<file path="config.mk">
export PLATFORM = sky130hd
export DESIGN_NAME = deque_with_value_search_core
export DESIGN_NICKNAME = d
export VERILOG_FILES = /design/src/hdl/dwvs_pkg.sv /design/src/hdl/dwvs_cell.sv /design/src/hdl/deque_with_value_search_core.sv
export SDC_FILE = /design/constraint.sdc
export NUM_CORES = 2
export LEC_CHECK = 0
export BUFFER_PORTS_ARGS = -buffer_cell sky130_fd_sc_hd__buf_2
export CORE_MARGIN = 10
export CORE_UTILIZATION = 63
export CTS_BUF_LIST = sky130_fd_sc_hd__clkbuf_16
export DETAILED_ROUTE_END_ITERATION = 12
export PLACE_DENSITY = 0.88
export REMOVE_ABC_BUFFERS = 1
export SLEW_MARGIN = 20
export SYNTH_ARGS = -nofsm -noshare
export SYNTH_HDL_FRONTEND = slang
export SYNTH_SLANG_ARGS = --single-unit
export TNS_END_PERCENT = 100
</file>
<file path="constraint.sdc">
create_clock -name clk -period 6.8 [get_ports clk]
set_input_delay 1.36 -clock clk [delete_from_list [all_inputs] [get_ports clk]]
set_output_delay 1.36 -clock clk [all_outputs]
set_load 0.005 [all_outputs]
</file>
<file path="src/hdl/dwvs_pkg.sv">
// Package for the deque with value search: operation codes, status codes, cell control.
package dwvs_pkg;

	// operation codes
	localparam logic [2:0] OP_PUSH_FRONT = 3'd0;
	localparam logic [2:0] OP_PUSH_BACK  = 3'd1;
	localparam logic [2:0] OP_POP_FRONT  = 3'd2;
	localparam logic [2:0] OP_POP_BACK   = 3'd3;
	localparam logic [2:0] OP_PEEK_FRONT = 3'd4;
	localparam logic [2:0] OP_PEEK_BACK  = 3'd5;
	localparam logic [2:0] OP_CONTAINS   = 3'd6;
	localparam logic [2:0] OP_REMOVE     = 3'd7;

	// status codes
	localparam logic [1:0] ST_OK        = 2'd0;
	localparam logic [1:0] ST_EMPTY     = 2'd1;
	localparam logic [1:0] ST_FULL      = 2'd2;
	localparam logic [1:0] ST_NOT_FOUND = 2'd3;

	// per-cycle command broadcast to every cell
	typedef struct packed {
		logic shift_right; // push front: take left neighbor, cell 0 takes the value
		logic shift_left;  // pop front: take right neighbor
		logic remove;      // cells at or after the first match take right neighbor
		logic push_back;   // cell at the occupancy index takes the value
	} cell_ctl_t;

endpackage

</file>
<file path="src/hdl/dwvs_cell.sv">
// One storage cell of the deque: holds an entry, compares it and shifts with its neighbors.
module dwvs_cell import dwvs_pkg::*; #(
	parameter int DATA_WIDTH = 32,
	parameter int OCC_W      = 5,
	parameter int IDX        = 0
) (
	input  logic                  clk,
	input  cell_ctl_t             ctl,
	input  logic [DATA_WIDTH-1:0] value,
	input  logic [OCC_W-1:0]      occ,
	input  logic [DATA_WIDTH-1:0] prev_data,
	input  logic [DATA_WIDTH-1:0] next_data,
	input  logic                  hit_in,
	output logic                  hit_out,
	output logic [DATA_WIDTH-1:0] entry
);

	localparam logic [OCC_W-1:0] MY_IDX = OCC_W'(IDX);

	logic [DATA_WIDTH-1:0] entry_q;
	logic                  live;
	logic                  match;

	// compare against the search value; hit chain marks the first match and all after it
	assign live    = MY_IDX < occ;
	assign match   = live && (entry_q == value);
	assign hit_out = hit_in | match;
	assign entry   = entry_q;

	// entry update, one shift or write per command
	always_ff @(posedge clk) begin
		if (ctl.shift_right) begin
			entry_q <= prev_data;
		end else if (ctl.shift_left) begin
			entry_q <= next_data;
		end else if (ctl.remove && hit_out) begin
			entry_q <= next_data;
		end else if (ctl.push_back && occ == MY_IDX) begin
			entry_q <= value;
		end
	end

endmodule

</file>
<file path="src/hdl/deque_with_value_search_core.sv">
// Top level of the deque with value search: command register, cell chain, result register.
//
//  channel  | handshake            | payload
//  ---------+----------------------+---------------------------------------------
//  command  | start in, busy out   | operation[2:0], value[31:0] signed
//  result   | done out (strobe)    | status[1:0], data[31:0] signed, found,
//           |                      | count[4:0], is_empty
//
// Each command is first registered; then, while busy is high, the cell chain compares
// every entry, ripples the first-match flag and shifts.
// The result is registered in the cycle after that and shown on done for one cycle only.
// No new command is taken while busy is high; results never wait, so nothing stalls.
// Reset clears occupancy and control; entries hold garbage until written.
module deque_with_value_search_core import dwvs_pkg::*; #(
	parameter int DEPTH      = 16,
	parameter int DATA_WIDTH = 32
) (
	input  logic               clk,
	input  logic               arst_n,
	input  logic               start,
	output logic               busy,
	input  logic [2:0]         operation,
	input  logic signed [31:0] value,
	output logic               done,
	output logic [1:0]         status,
	output logic signed [31:0] data,
	output logic               found,
	output logic [4:0]         count,
	output logic               is_empty
);

	localparam int OCC_W = $clog2(DEPTH + 1);
	localparam int IDX_W = (DEPTH > 1) ? $clog2(DEPTH) : 1;
	localparam logic [OCC_W-1:0] FULL_OCC = OCC_W'(DEPTH);

	logic                  valid_s1;
	logic [2:0]            op_s1;
	logic [DATA_WIDTH-1:0] value_s1;
	logic [OCC_W-1:0]      occ_q;

	logic                  done_q;
	logic [1:0]            status_q;
	logic signed [31:0]    data_q;
	logic                  found_q;
	logic [4:0]            count_q;
	logic                  empty_q;

	logic                  accept;
	logic [DATA_WIDTH-1:0] value_dw;
	logic [DATA_WIDTH-1:0] cell_data [DEPTH];
	logic                  hit [DEPTH+1];
	cell_ctl_t             ctl;
	logic                  is_full;
	logic                  no_entries;
	logic                  hit_any;
	logic [OCC_W-1:0]      occ_next;
	logic [1:0]            status_next;
	logic [DATA_WIDTH-1:0] peek_raw;
	logic [IDX_W-1:0]      back_idx;
	logic                  peek_en;
	logic signed [63:0]    peek_ext;
	logic signed [63:0]    value_ext;

	assign accept = start && !busy;
	assign busy   = valid_s1;

	// value taken at DATA_WIDTH bits
	assign value_ext = 64'(value);
	assign value_dw  = value_ext[DATA_WIDTH-1:0];

	// command register
	always_ff @(posedge clk or negedge arst_n) begin
		if (!arst_n) begin
			valid_s1 <= 1'b0;
		end else begin
			valid_s1 <= accept;
		end
	end

	always_ff @(posedge clk) begin
		if (accept) begin
			op_s1    <= operation;
			value_s1 <= value_dw;
		end
	end

	assign is_full    = occ_q == FULL_OCC;
	assign no_entries = occ_q == '0;
	assign hit_any    = hit[DEPTH];

	// command to the cells
	always_comb begin
		ctl = '0;
		if (valid_s1) begin
			ctl.shift_right = (op_s1 == OP_PUSH_FRONT) && !is_full;
			ctl.push_back   = (op_s1 == OP_PUSH_BACK) && !is_full;
			ctl.shift_left  = (op_s1 == OP_POP_FRONT) && !no_entries;
			ctl.remove      = (op_s1 == OP_REMOVE);
		end
	end

	// cell chain
	assign hit[0] = 1'b0;
	for (genvar i = 0; i < DEPTH; i++) begin : g_cell
		logic [DATA_WIDTH-1:0] prev_d;
		logic [DATA_WIDTH-1:0] next_d;
		if (i == 0) begin : g_first
			assign prev_d = value_s1;
		end else begin : g_mid
			assign prev_d = cell_data[i-1];
		end
		if (i == DEPTH - 1) begin : g_last
			assign next_d = cell_data[i];
		end else begin : g_inner
			assign next_d = cell_data[i+1];
		end
		dwvs_cell #(
			.DATA_WIDTH (DATA_WIDTH),
			.OCC_W      (OCC_W),
			.IDX        (i)
		) u_cell (
			.clk       (clk),
			.ctl       (ctl),
			.value     (value_s1),
			.occ       (occ_q),
			.prev_data (prev_d),
			.next_data (next_d),
			.hit_in    (hit[i]),
			.hit_out   (hit[i+1]),
			.entry     (cell_data[i])
		);
	end

	// peek read, sign-extended then cut to the port
	assign back_idx = IDX_W'(occ_q - OCC_W'(1));
	always_comb begin
		peek_raw = cell_data[0];
		if (op_s1 == OP_PEEK_BACK) begin
			peek_raw = cell_data[back_idx];
		end
	end
	assign peek_ext = 64'(signed'(peek_raw));
	assign peek_en  = ((op_s1 == OP_PEEK_FRONT) || (op_s1 == OP_PEEK_BACK)) && !no_entries;

	// status and next occupancy
	always_comb begin
		status_next = ST_OK;
		occ_next    = occ_q;
		case (op_s1)
			OP_PUSH_FRONT, OP_PUSH_BACK: begin
				if (is_full) begin
					status_next = ST_FULL;
				end else begin
					occ_next = occ_q + OCC_W'(1);
				end
			end
			OP_POP_FRONT, OP_POP_BACK: begin
				if (no_entries) begin
					status_next = ST_EMPTY;
				end else begin
					occ_next = occ_q - OCC_W'(1);
				end
			end
			OP_PEEK_FRONT, OP_PEEK_BACK: begin
				if (no_entries) begin
					status_next = ST_EMPTY;
				end
			end
			OP_CONTAINS: begin
				if (!hit_any) begin
					status_next = ST_NOT_FOUND;
				end
			end
			OP_REMOVE: begin
				if (hit_any) begin
					occ_next = occ_q - OCC_W'(1);
				end else begin
					status_next = ST_NOT_FOUND;
				end
			end
			default: begin
				status_next = ST_OK;
			end
		endcase
	end

	// occupancy and result strobe
	always_ff @(posedge clk or negedge arst_n) begin
		if (!arst_n) begin
			occ_q  <= '0;
			done_q <= 1'b0;
		end else begin
			done_q <= valid_s1;
			if (valid_s1) begin
				occ_q <= occ_next;
			end
		end
	end

	// result payload
	always_ff @(posedge clk) begin
		if (valid_s1) begin
			status_q <= status_next;
			data_q   <= peek_en ? peek_ext[31:0] : '0;
			found_q  <= ((op_s1 == OP_CONTAINS) || (op_s1 == OP_REMOVE)) && hit_any;
			count_q  <= 5'(occ_next);
			empty_q  <= occ_next == '0;
		end
	end

	assign done     = done_q;
	assign status   = status_q;
	assign data     = data_q;
	assign found    = found_q;
	assign count    = count_q;
	assign is_empty = empty_q;

	// checks
	a_occ_bound: assert property (@(posedge clk) disable iff (!arst_n)
		occ_q <= FULL_OCC)
		else $error("occupancy above depth");

	a_done_follows: assert property (@(posedge clk) disable iff (!arst_n)
		valid_s1 |=> done)
		else $error("command without result");

	a_accept_busy: assert property (@(posedge clk) disable iff (!arst_n)
		accept |=> busy)
		else $error("accepted transfer did not raise busy");

	a_found_ok: assert property (@(posedge clk) disable iff (!arst_n)
		done && found |-> status == ST_OK)
		else $error("found with bad status");

	a_one_shift: assert property (@(posedge clk) disable iff (!arst_n)
		$countones({ctl.shift_right, ctl.shift_left, ctl.remove, ctl.push_back}) <= 1)
		else $error("conflicting cell commands");

endmodule
</file>
Word level (Yosys, flattened, before mapping)
Cells that the tools add are included.
- register bits after elaboration: 595
- bits of input ports: 38
- output and inout port bits: 43
- word-level logic and storage cells: 262
- add/sub/neg operators: 2
- magnitude comparators: 17
- equality and inequality tests: 41
- mux-type cells: 77
- bitwise operators: 16
- reductions and logical operators: 83
- operators by type and width (kind ; count):
    $mux 32 ; 67
    $eq 32x32->1 ; 16
    $bmux 32 s4 ; 1
    $reduce_bool 4->1 ; 15
    $logic_and 1x1->1 ; 54
    $eq 5x4->1 const B ; 8
    $lt 4x5->1 const A ; 8
    $eq 5x3->1 const B ; 4
    $lt 3x5->1 const A ; 4
    $mux 5 ; 3
    $or 1x1->1 ; 15
    $pmux 5 s3 ; 1
    $eq 3x3->1 const B ; 4
    $eq 5x2->1 const B ; 2
    $logic_not 5->1 ; 2
    $lt 1x5->1 const A ; 2
    $lt 2x5->1 const A ; 2
    $eq 3x2->1 const B ; 2
    $pmux 2 s3 ; 1
    $reduce_or 2->1 ; 3
    $add 5x1->5 const B ; 1
    $eq 5x1->1 const B ; 1
    $eq 5x5->1 const B ; 1
    $ge 5x5->1 const B ; 1
    other kinds (14) ; 18

Longest topological paths before layout
- depth in word-level cells: 21
- gate-level depth with buffers: 15
- mapped depth without buffers: 11

Modules after synthesis
From an unflattened synthesis, not the netlist that was laid out.
- cells, all modules: 4756
- area, all modules: 49921.6 um2
- modules (own cells, without submodules) (module ; times used ; cells an instance ; area an instance (um2) ; seq. area each (um2)):
    deque_with_value_search_core ; 1 ; 572 ; 7380.8 ; 2457.4
    dwvs_cell at g_cell[14].u_cell ; 1 ; 356 ; 3305.7 ; 960.9
    dwvs_cell at g_cell[1].u_cell ; 1 ; 352 ; 3026.7 ; 960.9
    dwvs_cell at g_cell[15].u_cell ; 1 ; 353 ; 3016.6 ; 960.9
    dwvs_cell at g_cell[2].u_cell ; 1 ; 309 ; 2821.5 ; 960.9
    dwvs_cell at g_cell[0].u_cell ; 1 ; 275 ; 2819.0 ; 960.9
    dwvs_cell at g_cell[7].u_cell ; 1 ; 285 ; 2806.4 ; 960.9
    dwvs_cell at g_cell[4].u_cell ; 1 ; 315 ; 2773.9 ; 960.9
    dwvs_cell at g_cell[12].u_cell ; 1 ; 277 ; 2756.4 ; 960.9
    dwvs_cell at g_cell[13].u_cell ; 1 ; 277 ; 2730.1 ; 960.9
    dwvs_cell at g_cell[6].u_cell ; 1 ; 276 ; 2727.6 ; 960.9
    dwvs_cell at g_cell[10].u_cell ; 1 ; 239 ; 2501.1 ; 960.9
    dwvs_cell at g_cell[5].u_cell ; 1 ; 163 ; 2317.2 ; 960.9
    dwvs_cell at g_cell[11].u_cell ; 1 ; 154 ; 2259.7 ; 960.9
    +3 rows ; -- ; -- ; -- ; --

Least setup slack after synthesis
OpenSTA, ideal clock, no wires.
- path type: reg2reg
- from: register occ_q[0]
- to: register g_cell[15].u_cell.entry_q[0] (enable)
- setup time: 466 ps
- data arrival time: 4828 ps
- required time: 6334 ps
- slack: 1507 ps
- stages on the path, launching flop included: 12
- buffers on the path: 4
- period minus slack after synthesis: 5293 ps
- path through: dfrtp_1 clkbuf_1 clkbuf_1 inv_1 ha_1 nor2b_1 and3b_1 clkbuf_1 nor4b_1 clkbuf_1 nand2_1 o21ai_0
- word-level cells in the longest chain between the ends: 20
- elaborated cells on any way between the ends: 62
- classes of those cells: 16 x order compare; 4 x eq/ne; 1 x mux; 15 x bitwise; 26 x reduce/logical
- ends and longest elaborated chain (element ; RTL line ; RTL):
    start: declaration ; deque_with_value_search_core.sv:39 ; logic [OCC_W-1:0] occ_q;
    start signal: assignment ; deque_with_value_search_core.sv:195 ; occ_q <= occ_next;
    $lt 1x5->1 ; dwvs_cell.sv:25 ; assign live = MY_IDX < occ;
    $logic_and 1x1->1 ; dwvs_cell.sv:26 ; assign match = live && (entry_q == value);
    $or 1x1->1 (15 in a row) ; dwvs_cell.sv:27 ; assign hit_out = hit_in | match;
    $logic_and 1x1->1 ; dwvs_cell.sv:36 ; end else if (ctl.remove && hit_out) begin
    $ne 2x2->1 (no line) ; -- ;
    $reduce_and 3->1 (no line) (*) ; -- ;
    end signal: assignment ; dwvs_cell.sv:35 ; entry_q <= next_data;
    end signal: assignment ; dwvs_cell.sv:37 ; entry_q <= next_data;
    end signal: assignment ; dwvs_cell.sv:39 ; entry_q <= value;
    end: declaration ; dwvs_cell.sv:20 ; logic [DATA_WIDTH-1:0] entry_q;
Every way passes the cells marked *; elsewhere a longest branch is shown, timed or not.
A chain may end at the register's enable or synchronous reset.

Worst setup path in the final report
- from: register occ_q[1]
- to: register g_cell[12].u_cell.entry_q[23] (data pin)
- word-level cells in the longest chain between the ends: 18
- elaborated cells on any way between the ends: 49
- classes of those cells: 13 x order compare; 1 x eq/ne; 4 x mux; 12 x bitwise; 19 x reduce/logical
- ends and longest elaborated chain (element ; RTL line ; RTL):
    $lt 1x5->1 ; dwvs_cell.sv:25 ;
    $logic_and 1x1->1 ; dwvs_cell.sv:26 ;
    $or 1x1->1 (12 in a row) ; dwvs_cell.sv:27 ;
    $logic_and 1x1->1 ; dwvs_cell.sv:36 ;
    $mux 32 ; dwvs_cell.sv:36 ;
    $mux 32 ; dwvs_cell.sv:34 ; end else if (ctl.shift_left) begin
    $mux 32 (*) ; dwvs_cell.sv:32 ; if (ctl.shift_right) begin
    end signal: assignment ; dwvs_cell.sv:33 ; entry_q <= prev_data;
    end signal: assignment ; dwvs_cell.sv:35 ;
    end signal: assignment ; dwvs_cell.sv:37 ;
    end: declaration ; dwvs_cell.sv:20 ;
Marked as above.

==> out/qor.yml <==
outcome:
  outcome: "finished, final reports clean"
hold_path:
  hold_class: "in -> async"
final_layout:
  fin_area_sq_um: 43900
  area_growth_pct: 7.32
  multiInputGateArea_sq_um: 21700
  fin_util_pct: 68.2
  register_area_sq_um: 17800
  final_cells: 4584
  diodes: 0
  nNetsFinal: 3733
  nFillCells: 4592
  drive_gt1_share_pct: 13.4
power_and_ir_drop:
  power.leakage_nw: 15.6
  pwr-share-clk_pct: 27.7
  p_sw_share_pct: 37.1
  seqPwrFrac_pct: 35.6
  ir_worst_vdd_v: 0.000331
  power_density_nw_per_um2: 296
  power_switching_mw: 4.82
  p_int_mw: 8.17
  p_comb_share_pct: 36.7
sta:
  tns_ps: 0
  fin_crit_ps: 4980
  rsz0062_at_grt: "no"
  hold_violations: 0
  max_freq_mhz: 201
  tightest_slew_ps: 1150
  drv_slew: 0
  worst_slack_ps: 1820
  finClkSkew_ps: 30.7
  setup_viol: 0
  period_share_pct: 73.3
  max_slew_margin_pct: 23.0
synth:
  ys.flop_type: "edfxtp_1"
  syn_avg_cell_area_sq_um: 10.8
  synthTopCellsByCount: "588 x edfxtp_1, 461 x nand2_1, 455 x xor2_1"
  yosysTopAreaCell: "edfxtp_1"
  yosysSeqAreaShare_pct: 43.6
  ys_async_sr_fraction_pct: 1.18
  yosys_warnings: 0
  synth_edf_count: 588
  yosys.cell_types.count: 70
  synth_top_area_share_pct: 43.2
  netlist_area_sq_um: 40900
  synth_most_common_cell: "edfxtp_1"
  synth_seq_cells: 595
  synthCells: 3782
  synth_area_leaders: "edfxtp_1 43%, xor2_1 9.7%, mux4_2 8.8%"
drt:
  vias_per_cell: 7.70
  drc_errors: 0
  antenna_left: 0
  post_drt_wl_per_cell_um: 33.5
  drt-initial-drc-count: 7924
  dr.pass1.iters: 9
  vias: 35300
  routed_wl_mm: 153
floorplan:
  die_area_sq_um: 75500
  initial_core_util_pct: 63.6
  core_area_sq_um: 64300
  ios: 81
  die_y_um: 275
  std_cell_rows: 93
  dieWidth_um: 275
placement:
  dp_hpwl_mm: 109
  placed_cell_area_sq_um: 41800
  dp_slack_ps: 2110
  port_buffers: 80
  dp_cells: 4469
  gp_congestion: 1.11
clock_tree:
  cts_hold_buf: 0
  clock_latency_ps: 630
  cts.sinks: 595
  numCtsBuffers: 69
  cts_root_buffer: "clkbuf_16"
  clockBufferDepth: 3
  cts_tree: "built"
  htree_levels: 3
  clkSlewWorstSetupHoldPaths_ps: 60
  cts_setup_buffers: 0
  cts_resized: 0
grt:
  antenna_found_initial: 0
  grt_pass1_wl_mm: 222
  grt_pass1_vias: 31700
  grt_max_degree: 131
  overflow: 0
  gr-usage-all-layers_pct: 39.7
critical_path:
  worst-setup-path-type: "reg -> reg"
  path_max_fanout: 35
  critPathRequiredTime_ps: 7220
  crit_path_start_kind: "flip-flop"
  worstSetupEndpointType: "flip-flop"
  cp.arrival_ps: 5400
  r2r_cells: 12
run:
  maxCapViolCount: 0
## metal layers
layer	GRT usage (%)	up-vias	wire length (um)
li1	-	14200	-
met3	14.5	585	27300
met5	0	-	0
met2	55.6	3751	63200
met1	53.6	16800	52900
met4	20.1	0	10100
## layout make-up
| cell class | count | area share, % |
|---|---|---|
| clock inverter | 46 | 0.770 |
| clock buffer | 69 | 3.93 |
| inverter | 7 | 0.0599 |
| tap | 855 | 2.44 |
| multi-input combinational | 2840 | 49.4 |
| sequential | 595 | 40.6 |
| timing repair buffer | 172 | 2.77 |
## through the flow
stage,power (mW),hold slack (ps)
after global placement,9.11,559
after detailed placement,9.19,577
final,13.0,568
after floorplan,7.77,578
after global routing,13.1,585
after CTS,12.7,566
## path summary, 6_finish.rpt
kind / end / startpoint / slack [ps]
worst max-delay path: g_cell[12].u_cell.entry[23] / occ_q[1] / 1820
worst min-delay path: occ_q[1] / arst_n / 570
worst max register to register: g_cell[12].u_cell.entry[23] / occ_q[1] / 1820
worst min register to register: g_cell[0].u_cell.entry[8] / g_cell[0].prev_d[8] / 590
max in group asynchronous: occ_q[0] / arst_n / 6030
min in group clk: g_cell[0].u_cell.entry[8] / g_cell[0].prev_d[8] / 590
## cell usage in the layout (no fill, tap or decap), types with 5 or more instances in the layout
cell type  netlist  final
o21ai_1         52     51
nor4b_1          9      8
dfrtp_1          7      5
clkinv_1         0      7
edfxtp_1       588    588
nand4_1         56     56
nor3b_1          6      6
xor2_1         455    453
mux2_2          38     38
clkinv_2         0      7
xnor2_1         65     65
a211oi_1        64     64
nor2_1         222    218
a21oi_1         13     12
clkbuf_16        0     69
o21ai_0        283    280
a221o_1        127    127
buf_4           32     82
or3_1           11      9
o22ai_1         64     64
buf_2           82     80
ha_1            10      9
buf_12           0     10
or4_1            9      9
mux2i_1        290    290
a31oi_1          6      6
and4_1           6      6
nand2_1        461    458
inv_1            7     27
nand4b_1        10     10
nor3_1         130    128
and2_1           5      5
mux4_2         160    160
nor4_1         180    180
o21ai_4          1      5
nand3_1         43     42
## power by group through the flow
stage	clock (mW)	sequential, mW	combinational (mW)
after global placement	0	4.68	4.43
after CTS	3.55	4.61	4.53
after global routing	3.69	4.64	4.80
after floorplan	0	4.80	2.96
after detailed placement	0	4.69	4.50
final	3.59	4.63	4.76
## flip-flops by register name, indices dropped and copies added (netlist names)
register             cells
busy                     1
g_cell.prev_d           32
done                     1
g_cell.u_cell.entry    512
is_empty                 1
status                   2
count                    5
occ_q                    5
data                    32
op_s1                    3
found                    1
## logic make-up (layout without fill, tap and decap cells)
family | after synthesis | count (layout) | share of synthesized area, %
muxes | 488 | 488 | 17.0
AOI/OAI and AO/OA | 636 | 636 | 10.3
and+or+nand+nor | 1186 | 1186 | 13.8
xor gates and xnor gates | 520 | 520 | 11.1
adders and majority gates | 10 | 10 | 0.306
buffers and inverters | 347 | 294 | 3.91
DFF | 595 | 595 | 43.6
## worst max-delay path, stage by stage, from the launching register on
cell and delay [ps]:
dfrtp_1 840, inv_1 360, ha_4 290, nor2b_1 160, nand2_1 220, inv_1 110
or3_2 820, nand2_2 790, buf_4 490, o22ai_1 150, nand2_1 90, o21ai_0 90
a211oi_1 290
Note: power is estimated with default switching activity, not from simulation.
